## src/sv/assert_macros.svh

```systemverilog
// shared assertion helpers; clk and arst_n must be in scope
`ifndef ASSERT_MACROS_SVH
`define ASSERT_MACROS_SVH

`define ASSERT_AT_CLK(name, prop, msg) \
	name: assert property (@(posedge clk) disable iff (!arst_n) prop) else $error(msg);

`define ASSERT_NEXT(name, ante, cons, msg) \
	`ASSERT_AT_CLK(name, (ante) |=> (cons), msg)

`endif

```

## src/sv/stp_cbe_pkg.sv

```systemverilog
package stp_cbe_pkg;

	localparam int NUM_PORTS_DEF = 8;

	localparam logic [63:0] BRIDGE_ID_RST = 64'd0;
	localparam logic [7:0]  PORT_PRIO_RST = 8'd128;
	localparam logic [3:0]  PORTS_USE_RST = 4'd8;
	localparam logic [15:0] PATH_COST_RST = 16'd1;

	typedef enum logic [1:0] {
		REG_BRIDGE_ID = 2'd0,
		REG_PORT_PRIO = 2'd1,
		REG_PORTS_USE = 2'd2,
		REG_PATH_COST = 2'd3
	} reg_idx_t;

	typedef struct packed {
		logic [63:0] root;
		logic [31:0] cost;
		logic [63:0] bridge;
		logic [15:0] did;
	} rec_t;

	typedef struct packed {
		logic init;
		logic shift;
	} cell_ctl_t;

	function automatic logic [15:0] own_id(logic [7:0] prio, logic [7:0] idx);
		return {prio, idx + 8'd1};
	endfunction

endpackage

```

## src/sv/stp_config_bpdu_engine.sv

```systemverilog
// channel  | handshake          | fields
// config   | psel/penable/pwrite| paddr, pwdata, prdata (64-bit, 8-byte stride)
// input    | start & !busy      | operation, rx_port, rx_root_id, rx_root_cost,
//          |                    | rx_bridge_id, rx_port_id
// result   | tx_valid strobe    | tx_port, tx_root_id, tx_root_cost, tx_port_id, last
//
// Port records sit in a ring of cells that rotates one step per cycle during a
// compare, election or update pass; the controller works on the cell at the head.
// A received config that is better runs a compare pass, an election pass and an
// update/send pass, otherwise only the compare pass; a hello tick runs the update/send
// pass (none while the hello flag is clear); an ignored item runs no pass.
// After reset and after every register write all records are reloaded.
// Results are one-cycle strobes; the receiver cannot stall them.
`include "assert_macros.svh"

module stp_config_bpdu_engine import stp_cbe_pkg::*; #(
	parameter int NUM_PORTS = NUM_PORTS_DEF
) (
	input  logic        clk,
	input  logic        arst_n,
	input  logic        psel,
	input  logic        penable,
	input  logic        pwrite,
	input  logic [4:0]  paddr,
	input  logic [63:0] pwdata,
	output logic [63:0] prdata,
	output logic        pready,
	input  logic        start,
	output logic        busy,
	input  logic        operation,
	input  logic [2:0]  rx_port,
	input  logic [63:0] rx_root_id,
	input  logic [31:0] rx_root_cost,
	input  logic [63:0] rx_bridge_id,
	input  logic [15:0] rx_port_id,
	output logic        tx_valid,
	output logic [2:0]  tx_port,
	output logic [63:0] tx_root_id,
	output logic [31:0] tx_root_cost,
	output logic [15:0] tx_port_id,
	output logic        last
);

	localparam int IW = (NUM_PORTS > 1) ? $clog2(NUM_PORTS) : 1;
	localparam int NW = $clog2(NUM_PORTS + 1);

	typedef enum logic [2:0] {
		ST_IDLE, ST_CMP, ST_ELECT, ST_FIN, ST_UPD, ST_FLUSH
	} state_t;

	state_t      state_q;
	logic        init_q;
	logic [IW-1:0] cnt_q;
	logic [63:0] bridge_id_q;
	logic [7:0]  prio_q;
	logic [3:0]  ports_use_q;
	logic [15:0] path_cost_q;
	logic [63:0] root_id_q;
	logic [31:0] root_cost_q;
	logic        rpv_q;
	logic        hello_q;
	logic        better_q;
	logic        found_q;
	logic        do_upd_q;
	logic        pend_v_q;
	logic [IW-1:0] pend_idx_q;
	rec_t        best_q;
	rec_t        rx_q;
	logic [2:0]  rxp_q;
	logic        tx_valid_q;
	logic [2:0]  tx_port_q;
	logic [63:0] tx_root_id_q;
	logic [31:0] tx_root_cost_q;
	logic [15:0] tx_port_id_q;
	logic        last_q;

	rec_t      rec [NUM_PORTS];
	rec_t      head;
	rec_t      head_new;
	cell_ctl_t cctl;

	logic [NW-1:0] np;
	logic        in_use, desig, better, wins, take, sendable, emit_now, at_p, last_cnt;
	logic        cfg_wr, accept, rx_ok;
	logic [15:0] head_own;
	logic [63:0] nr_id;
	logic [31:0] nr_cost;

	assign cctl.init  = init_q;
	assign cctl.shift = (state_q == ST_CMP) || (state_q == ST_ELECT) || (state_q == ST_UPD);

	for (genvar k = 0; k < NUM_PORTS; k++) begin : g_ring
		rec_t nxt;
		rec_t irec;
		if (k == NUM_PORTS - 1) begin : g_tail
			assign nxt = head_new;
		end else begin : g_mid
			assign nxt = rec[k+1];
		end
		assign irec = '{root: bridge_id_q, cost: 32'd0, bridge: bridge_id_q,
			did: own_id(prio_q, 8'(k))};
		stp_cbe_cell u_cell (
			.clk      (clk),
			.ctl      (cctl),
			.init_rec (irec),
			.nxt_rec  (nxt),
			.rec      (rec[k])
		);
	end

	assign head = rec[0];

	always_comb begin
		if (ports_use_q == 4'd0) begin
			np = NW'(1);
		end else if (int'(ports_use_q) > NUM_PORTS) begin
			np = NW'(NUM_PORTS);
		end else begin
			np = NW'(ports_use_q);
		end
	end

	assign head_own = own_id(prio_q, 8'(cnt_q));
	assign in_use   = NW'(cnt_q) < np;
	assign desig    = (head.bridge == bridge_id_q) && (head.did == head_own);
	assign at_p     = 8'(cnt_q) == 8'(rxp_q);
	assign last_cnt = cnt_q == IW'(NUM_PORTS - 1);
	assign sendable = (root_id_q == bridge_id_q) || rpv_q;
	assign rx_ok    = 32'(rx_port) < 32'(np);

	always_comb begin
		if (head.root != rx_q.root) begin
			better = head.root > rx_q.root;
		end else if (head.cost != rx_q.cost) begin
			better = head.cost > rx_q.cost;
		end else if (head.bridge != rx_q.bridge) begin
			better = head.bridge[47:0] > rx_q.bridge[47:0];
		end else if (head.did != rx_q.did) begin
			better = head.did[7:0] > rx_q.did[7:0];
		end else begin
			better = 1'b0;
		end
	end

	always_comb begin
		if (head.root != best_q.root) begin
			wins = head.root < best_q.root;
		end else if (head.cost != best_q.cost) begin
			wins = head.cost < best_q.cost;
		end else if (head.bridge != best_q.bridge) begin
			wins = !(head.bridge[47:0] > best_q.bridge[47:0]);
		end else if (head.did != best_q.did) begin
			wins = !(head.did[7:0] > best_q.did[7:0]);
		end else begin
			wins = 1'b1;
		end
	end

	assign take = (root_cost_q < head.cost)
		|| ((root_cost_q == head.cost) && (bridge_id_q < head.bridge))
		|| ((root_cost_q == head.cost) && (bridge_id_q == head.bridge)
			&& (head_own == head.did));

	always_comb begin
		head_new = head;
		case (state_q)
			ST_CMP: begin
				if (at_p && better) begin
					head_new = rx_q;
				end
			end
			ST_UPD: begin
				if (in_use && do_upd_q) begin
					if (desig) begin
						head_new.root = root_id_q;
						head_new.cost = root_cost_q;
					end else if (take) begin
						head_new = '{root: root_id_q, cost: root_cost_q,
							bridge: bridge_id_q, did: head_own};
					end
				end
			end
			default: begin
				head_new = head;
			end
		endcase
	end

	assign emit_now = in_use && (desig || (do_upd_q && take)) && sendable;
	assign nr_id    = found_q ? best_q.root : bridge_id_q;
	assign nr_cost  = found_q ? best_q.cost + {16'd0, path_cost_q} : 32'd0;

	assign cfg_wr = psel && penable && pwrite;
	assign busy   = (state_q != ST_IDLE) || init_q;
	assign accept = start && !busy;

	always_ff @(posedge clk or negedge arst_n) begin
		if (!arst_n) begin
			state_q        <= ST_IDLE;
			init_q         <= 1'b1;
			cnt_q          <= '0;
			bridge_id_q    <= BRIDGE_ID_RST;
			prio_q         <= PORT_PRIO_RST;
			ports_use_q    <= PORTS_USE_RST;
			path_cost_q    <= PATH_COST_RST;
			root_id_q      <= BRIDGE_ID_RST;
			root_cost_q    <= '0;
			rpv_q          <= 1'b0;
			hello_q        <= 1'b1;
			better_q       <= 1'b0;
			found_q        <= 1'b0;
			do_upd_q       <= 1'b0;
			pend_v_q       <= 1'b0;
			pend_idx_q     <= '0;
			best_q         <= '0;
			rx_q           <= '0;
			rxp_q          <= '0;
			tx_valid_q     <= 1'b0;
			tx_port_q      <= '0;
			tx_root_id_q   <= '0;
			tx_root_cost_q <= '0;
			tx_port_id_q   <= '0;
			last_q         <= 1'b0;
		end else begin
			tx_valid_q <= ((state_q == ST_UPD) && emit_now && pend_v_q)
				|| ((state_q == ST_FLUSH) && pend_v_q);
			if (init_q) begin
				root_id_q   <= bridge_id_q;
				root_cost_q <= '0;
				rpv_q       <= 1'b0;
				hello_q     <= 1'b1;
			end
			init_q <= cfg_wr;
			if (cfg_wr) begin
				case (reg_idx_t'(paddr[4:3]))
					REG_BRIDGE_ID: bridge_id_q <= pwdata;
					REG_PORT_PRIO: prio_q      <= pwdata[7:0];
					REG_PORTS_USE: ports_use_q <= pwdata[3:0];
					REG_PATH_COST: path_cost_q <= pwdata[15:0];
					default: bridge_id_q <= bridge_id_q;
				endcase
			end
			if (state_q != ST_IDLE && state_q != ST_FIN && state_q != ST_FLUSH) begin
				cnt_q <= last_cnt ? '0 : cnt_q + IW'(1);
			end
			case (state_q)
				ST_IDLE: begin
					if (accept) begin
						rx_q     <= '{root: rx_root_id, cost: rx_root_cost,
							bridge: rx_bridge_id, did: rx_port_id};
						rxp_q    <= rx_port;
						better_q <= 1'b0;
						found_q  <= 1'b0;
						pend_v_q <= 1'b0;
						cnt_q    <= '0;
						if (operation) begin
							do_upd_q <= 1'b0;
							if (hello_q) begin
								state_q <= ST_UPD;
							end
						end else if (rx_ok) begin
							state_q <= ST_CMP;
						end
					end
				end
				ST_CMP: begin
					if (at_p) begin
						better_q <= better;
					end
					if (last_cnt) begin
						if (better_q || (at_p && better)) begin
							state_q <= ST_ELECT;
						end else begin
							pend_v_q   <= sendable;
							pend_idx_q <= IW'(rxp_q);
							state_q    <= ST_FLUSH;
						end
					end
				end
				ST_ELECT: begin
					if (in_use && !desig && (!found_q || wins)) begin
						best_q  <= head;
						found_q <= 1'b1;
					end
					if (last_cnt) begin
						state_q <= ST_FIN;
					end
				end
				ST_FIN: begin
					rpv_q       <= found_q;
					root_id_q   <= nr_id;
					root_cost_q <= nr_cost;
					if (nr_id != bridge_id_q) begin
						hello_q <= 1'b0;
					end
					do_upd_q <= 1'b1;
					state_q  <= ST_UPD;
				end
				ST_UPD: begin
					if (emit_now) begin
						if (pend_v_q) begin
							tx_port_q      <= 3'(pend_idx_q);
							tx_root_id_q   <= root_id_q;
							tx_root_cost_q <= root_cost_q;
							tx_port_id_q   <= own_id(prio_q, 8'(pend_idx_q));
							last_q         <= 1'b0;
						end
						pend_v_q   <= 1'b1;
						pend_idx_q <= cnt_q;
					end
					if (last_cnt) begin
						state_q <= ST_FLUSH;
					end
				end
				ST_FLUSH: begin
					if (pend_v_q) begin
						tx_port_q      <= 3'(pend_idx_q);
						tx_root_id_q   <= root_id_q;
						tx_root_cost_q <= root_cost_q;
						tx_port_id_q   <= own_id(prio_q, 8'(pend_idx_q));
						last_q         <= 1'b1;
					end
					pend_v_q <= 1'b0;
					state_q  <= ST_IDLE;
				end
				default: begin
					state_q <= ST_IDLE;
				end
			endcase
		end
	end

	always_comb begin
		case (reg_idx_t'(paddr[4:3]))
			REG_BRIDGE_ID: prdata = bridge_id_q;
			REG_PORT_PRIO: prdata = {56'd0, prio_q};
			REG_PORTS_USE: prdata = {60'd0, ports_use_q};
			REG_PATH_COST: prdata = {48'd0, path_cost_q};
			default: prdata = '0;
		endcase
	end

	assign pready       = 1'b1;
	assign tx_valid     = tx_valid_q;
	assign tx_port      = tx_port_q;
	assign tx_root_id   = tx_root_id_q;
	assign tx_root_cost = tx_root_cost_q;
	assign tx_port_id   = tx_port_id_q;
	assign last         = last_q;

	`ASSERT_NEXT(a_accept_busy, accept && (operation ? hello_q : rx_ok), busy, "accepted item did not raise busy")
	`ASSERT_NEXT(a_cfg_reload, psel && penable && pwrite, busy, "register write did not reload")
	`ASSERT_NEXT(a_last_ends, tx_valid && last, !tx_valid, "transfer after last of run")

endmodule

```

## src/sv/stp_cbe_cell.sv

```systemverilog
module stp_cbe_cell import stp_cbe_pkg::*; (
	input  logic      clk,
	input  cell_ctl_t ctl,
	input  rec_t      init_rec,
	input  rec_t      nxt_rec,
	output rec_t      rec
);

	rec_t rec_q;

	always_ff @(posedge clk) begin
		if (ctl.init) begin
			rec_q <= init_rec;
		end else if (ctl.shift) begin
			rec_q <= nxt_rec;
		end
	end

	assign rec = rec_q;

endmodule

```

## config.mk

```make
export PLATFORM = sky130hd
export DESIGN_NAME = stp_config_bpdu_engine
export DESIGN_NICKNAME = d
export VERILOG_FILES = /design/src/sv/stp_cbe_pkg.sv /design/src/sv/stp_config_bpdu_engine.sv /design/src/sv/stp_cbe_cell.sv
export VERILOG_INCLUDE_DIRS = /design/src /design/src/sv
export SDC_FILE = /design/constraint.sdc
export NUM_CORES = 2
export LEC_CHECK = 0
export BUFFER_PORTS_ARGS = -buffer_cell sky130_fd_sc_hd__clkbuf_2
export CAP_MARGIN = 30
export CELL_PAD_IN_SITES_DETAIL_PLACEMENT = 1
export CELL_PAD_IN_SITES_GLOBAL_PLACEMENT = 2
export CORE_UTILIZATION = 35
export DETAILED_ROUTE_END_ITERATION = 7
export GPL_ROUTABILITY_DRIVEN = 0
export MAX_ROUTING_LAYER = met4
export PLACE_DENSITY = 0.71
export SLEW_MARGIN = 10
export SYNTH_ARGS = -nofsm -noshare
export SYNTH_HDL_FRONTEND = slang
export SYNTH_SLANG_ARGS = --single-unit
```

## constraint.sdc

```tcl
create_clock -name clk -period 52.7 [get_ports clk]
set_input_delay 13.175 -clock clk [delete_from_list [all_inputs] [get_ports clk]]
set_output_delay 13.175 -clock clk [all_outputs]
set_load 0.02 [all_outputs]
```

==> metrics.md <==
| Metric | Value |
|---|---|
| Run status | completed |
| Non-filler instance count after layout | 12.1k |
| Share of synthesized area occupied by flip-flops and latches | 59.4% |
| Die outline area | 0.270 mm2 |
| Post-synthesis sequential element count | 2072 |
| Final Skew | 0.0976 ns |
| Leakage | 51.9 nW |
| Vias after detailed routing | 65.2k |
| Clock tree from TritonCTS | done |
| Total number of clock tree sinks | 2072 |
| Number of global-route vias before repair | 66.0k |
| Number of instances in the placed design | 11.6k |
| Clock group share of total power | 25.5% |
| CP Max Fanout | 25 |
| Cells resized by post-CTS repair | 0 |
| Final HPWL from detailed placement | 219 mm |
| Fraction of final layout cells sized beyond drive strength 1 | 14.6% |
| Unrepaired setup endpoints after global routing | no |
| Number of max-cap violations | 0 |
| Warnings, synthesis | 0 |
| Clock tree root buffer cell | sky130_fd_sc_hd__clkbuf_16 |
| I/O pins | 438 |
| Pin count of the biggest net entering global routing | 241 |
| Cell chain of the critical path | clkbuf_2, buf_4, nor2_4, buf_4, a22o_1, clkbuf_2 |
| Port Buffers | 429 |
| Areal power density over the cells | 59.1 mW/mm2 |
| First-pass iteration count of the detailed router | 7 |
| Proportion of synthesized flip-flops having asynchronous set or reset | 32.0% |
| Clock-pin transition on the worst setup and hold timing paths | 0.05 ns |
| Switching power as a share of total power | 36.0% |
| Internal power summed over all cells | 4.07 mW |
| Hold_buf cts | 0 |
| Worst Path Buf+Inv | 4 |
| Count of nets left with antenna violations after detail routing | 0 |
| Total Neg Setup Slack | 0 ns |
| Area contributors post-synth | sky130_fd_sc_hd__edfxtp_1 35%, sky130_fd_sc_hd__dfrtp_1 18%, sky130_fd_sc_hd__a21o_1 8.5% |
| Die height | 520 um |
| Average routed wire per standard cell | 25.7 um |
| EDFF count, synth | 1088 |
| Crit-path leading delay family | buffers and inverters |
| Total standard cell area after synthesis | 0.0938 mm2 |
| Post-DR vias/cell | 5.40 |
| Wire length of the first global-routing pass | 455 mm |
| Most frequent cells after synthesis | 1088 x sky130_fd_sc_hd__edfxtp_1, 1066 x sky130_fd_sc_hd__a21o_1, 947 x sky130_fd_sc_hd__nand2_1, 659 x sky130_fd_sc_hd__dfrtp_1, 507 x sky130_fd_sc_hd__a21oi_1 |
| Drt first-iter violations | 5491 |
| Residual DRC | 0 |
| Fraction of power consumed by sequential logic | 44.3% |
| Primary flip-flop cell chosen by synthesis mapping | sky130_fd_sc_hd__edfxtp_1 |
| Top achievable clock speed | 35.4 MHz |
| Worst endpoint required time | 39.52 ns |
| Tcrit/Tclk final | 53.5% |
| Type of origin of the critical path | primary input |
| Post-CTS setup-driven buffer insertion count | 0 |
| Clock latency at the later pin of the worst-skew pair | 0.91 ns |
| Gr usage total | 23.4% |
| Number of antenna violations at the first check in global routing | 32 |
| Distinct cell type count after synthesis | 76 |
| Depth of the CTS H-tree | 4 |
| Peak per-stage delay on the critical path | 0.52 ns |
| Total routed wirelength | 310 mm |
| Total of endpoints with negative setup slack in the final report | 0 |
| Total clock buffers created by CTS | 226 |
| Slew margin rel. | 17.4% |
| Design Area, Final | 0.108 mm2 |
| Post-synthesis to final-layout area growth | 14.7% |
| Top cell type's share of synthesized area | 34.8% |
| Utilization of the core after routing | 40.5% |
| Core area | 0.266 mm2 |
| Final Critical Period | 28.22 ns |
| Worst Hold Margin | 0.398 ns |
| Setup Crit Path Kind | primary input to output pin |
| Average instance area after synthesis | 11.6 um2 |
| Maximum root-to-sink buffer count | 3 |
| Hold violation count in the final report | 0 |
| GRT Residual Overflow | 0 |
| Final Net Count | 9000 |
| Largest area contributor in the synthesized netlist | sky130_fd_sc_hd__edfxtp_1 |
| Element type at the critical path end | output pin |
| Total net switching power | 2.29 mW |
| Post-detailed-placement cell area | 0.0997 mm2 |
| Arrival time of data at the critical path endpoint | 15.04 ns |
| Die outline width | 520 um |
| Slew of the pin with the lowest slew margin | 1.24 ns |
| FP Rows | 189 |
| Cells after Synth | 8061 |
| Final-report max-slew violation count | 0 |
| Initial standard-cell utilization of the core | 35.3% |
| Most frequent cell after synthesis | sky130_fd_sc_hd__edfxtp_1 |
| Hold Path Class | flop to flop |
| Peak supply drop | 43.7 uV |
| Gate power share | 30.2% |
| Worst-path cell with the longest stage delay | sky130_fd_sc_hd__buf_4 |
## worst paths after layout
kind	cells past startpoint	slack, ns	start	endpoint
min in group asynchronous	1	12.28	arst_n	tx_root_cost[10]
hold / removal	2	0.40	g_ring[4].u_cell.rec[94]	g_ring[3].u_cell.rec[94]
max in group asynchronous	6	36.71	arst_n	tx_root_id[55]
setup / recovery	6	24.48	paddr[4]	prdata[9]
hold reg to reg	2	0.40	g_ring[4].u_cell.rec[94]	g_ring[3].u_cell.rec[94]
setup reg to reg	13	45.46	g_ring[0].u_cell.rec[142]	g_ring[7].u_cell.rec[157]
## flip-flops by register name, summed over array words and instances, names as in the netlist, 4 cells and up
| name | flops |
|---|---|
| g_ring.u_cell.rec | 1408 |
| rx_q | 176 |
| best_q | 168 |
| bridge_id_q | 64 |
| root_id_q | 64 |
| tx_root_id | 64 |
| root_cost_q | 32 |
| tx_root_cost | 32 |
| path_cost_q | 16 |
| tx_port_id | 12 |
| prio_q | 8 |
| ports_use_q | 4 |
## worst min-delay path: cells and delay by family (launching register included)
family,cells,cell delay (ns)
AO/OA/AOI/OAI,1,0.06
flip-flops,1,0.31
AND/OR/NAND/NOR,1,0.05
## power groups by stage
stage / combinational [mW] / sequential [mW] / clock [mW]
3_3_place_gp: 1.82 / 2.83 / 0
5_1_grt: 2.12 / 2.88 / 1.71
6_report: 1.92 / 2.82 / 1.62
4_1_cts: 1.92 / 2.82 / 1.65
2_1_floorplan: 1.24 / 3.22 / 0
3_5_place_dp: 1.90 / 2.85 / 0
## kinds of logic after synthesis
kind of cell	after synthesis	synth area share, %
xor gates and xnor gates	189	1.76
other	2	0.00801
AOI/OAI and AO/OA	2306	16.6
and+or+nand+nor	1676	7.94
muxes	386	4.54
buffers and inverters	1006	4.13
adders and majority gates	424	5.66
DFF	2072	59.4
## layout make-up
cell class / count / area [um2]
fill: 28300 / 158000
sequential: 2072 / 55700
multi-input combinational: 4986 / 34400
clock buffer: 316 / 6330
tap: 3533 / 4420
timing repair buffer: 592 / 3830
inverter: 443 / 1670
clock inverter: 117 / 1260
antenna: 12 / 30.0
## metrics by stage
| stage | power (mW) | setup WS (ns) |
|---|---|---|
| global placement | 4.65 | 24.51 |
| CTS | 6.40 | 24.46 |
| global route | 6.70 | 24.38 |
| detailed placement | 4.75 | 24.46 |
| finish | 6.36 | 24.48 |
| floorplan | 4.47 | 18.17 |
## layout by cell type (no fill, tap or decap), types with 35 or more instances in the layout
cell	instances
sky130_fd_sc_hd__a21o_1	1065
sky130_fd_sc_hd__a21oi_1	505
sky130_fd_sc_hd__a221o_1	118
sky130_fd_sc_hd__a22o_1	35
sky130_fd_sc_hd__and2_1	111
sky130_fd_sc_hd__buf_4	129
sky130_fd_sc_hd__clkbuf_1	58
sky130_fd_sc_hd__clkbuf_16	229
sky130_fd_sc_hd__clkbuf_2	429
sky130_fd_sc_hd__clkinv_2	36
sky130_fd_sc_hd__dfrtp_1	659
sky130_fd_sc_hd__dfxtp_1	320
sky130_fd_sc_hd__edfxtp_1	1088
sky130_fd_sc_hd__ha_1	423
sky130_fd_sc_hd__inv_1	442
sky130_fd_sc_hd__mux2_2	271
sky130_fd_sc_hd__mux2i_1	103
sky130_fd_sc_hd__nand2_1	945
sky130_fd_sc_hd__nand3_1	56
sky130_fd_sc_hd__nand4_1	96
sky130_fd_sc_hd__nor2_1	233
sky130_fd_sc_hd__nor2b_1	41
sky130_fd_sc_hd__nor3_1	42
sky130_fd_sc_hd__nor4_1	63
sky130_fd_sc_hd__o21ai_0	329
sky130_fd_sc_hd__o22ai_1	82
sky130_fd_sc_hd__xor2_1	159
## layer usage
| layer | global-route usage [%] | part of all wire (%) |
|---|---|---|
| met5 | - | 0 |
| met1 | 32.2 | 46 |
| met4 | 8.98 | 3.9 |
| met2 | 35.1 | 45 |
| met3 | 2.71 | 4.4 |
No activity file was read; power rests on OpenSTA's default activity.
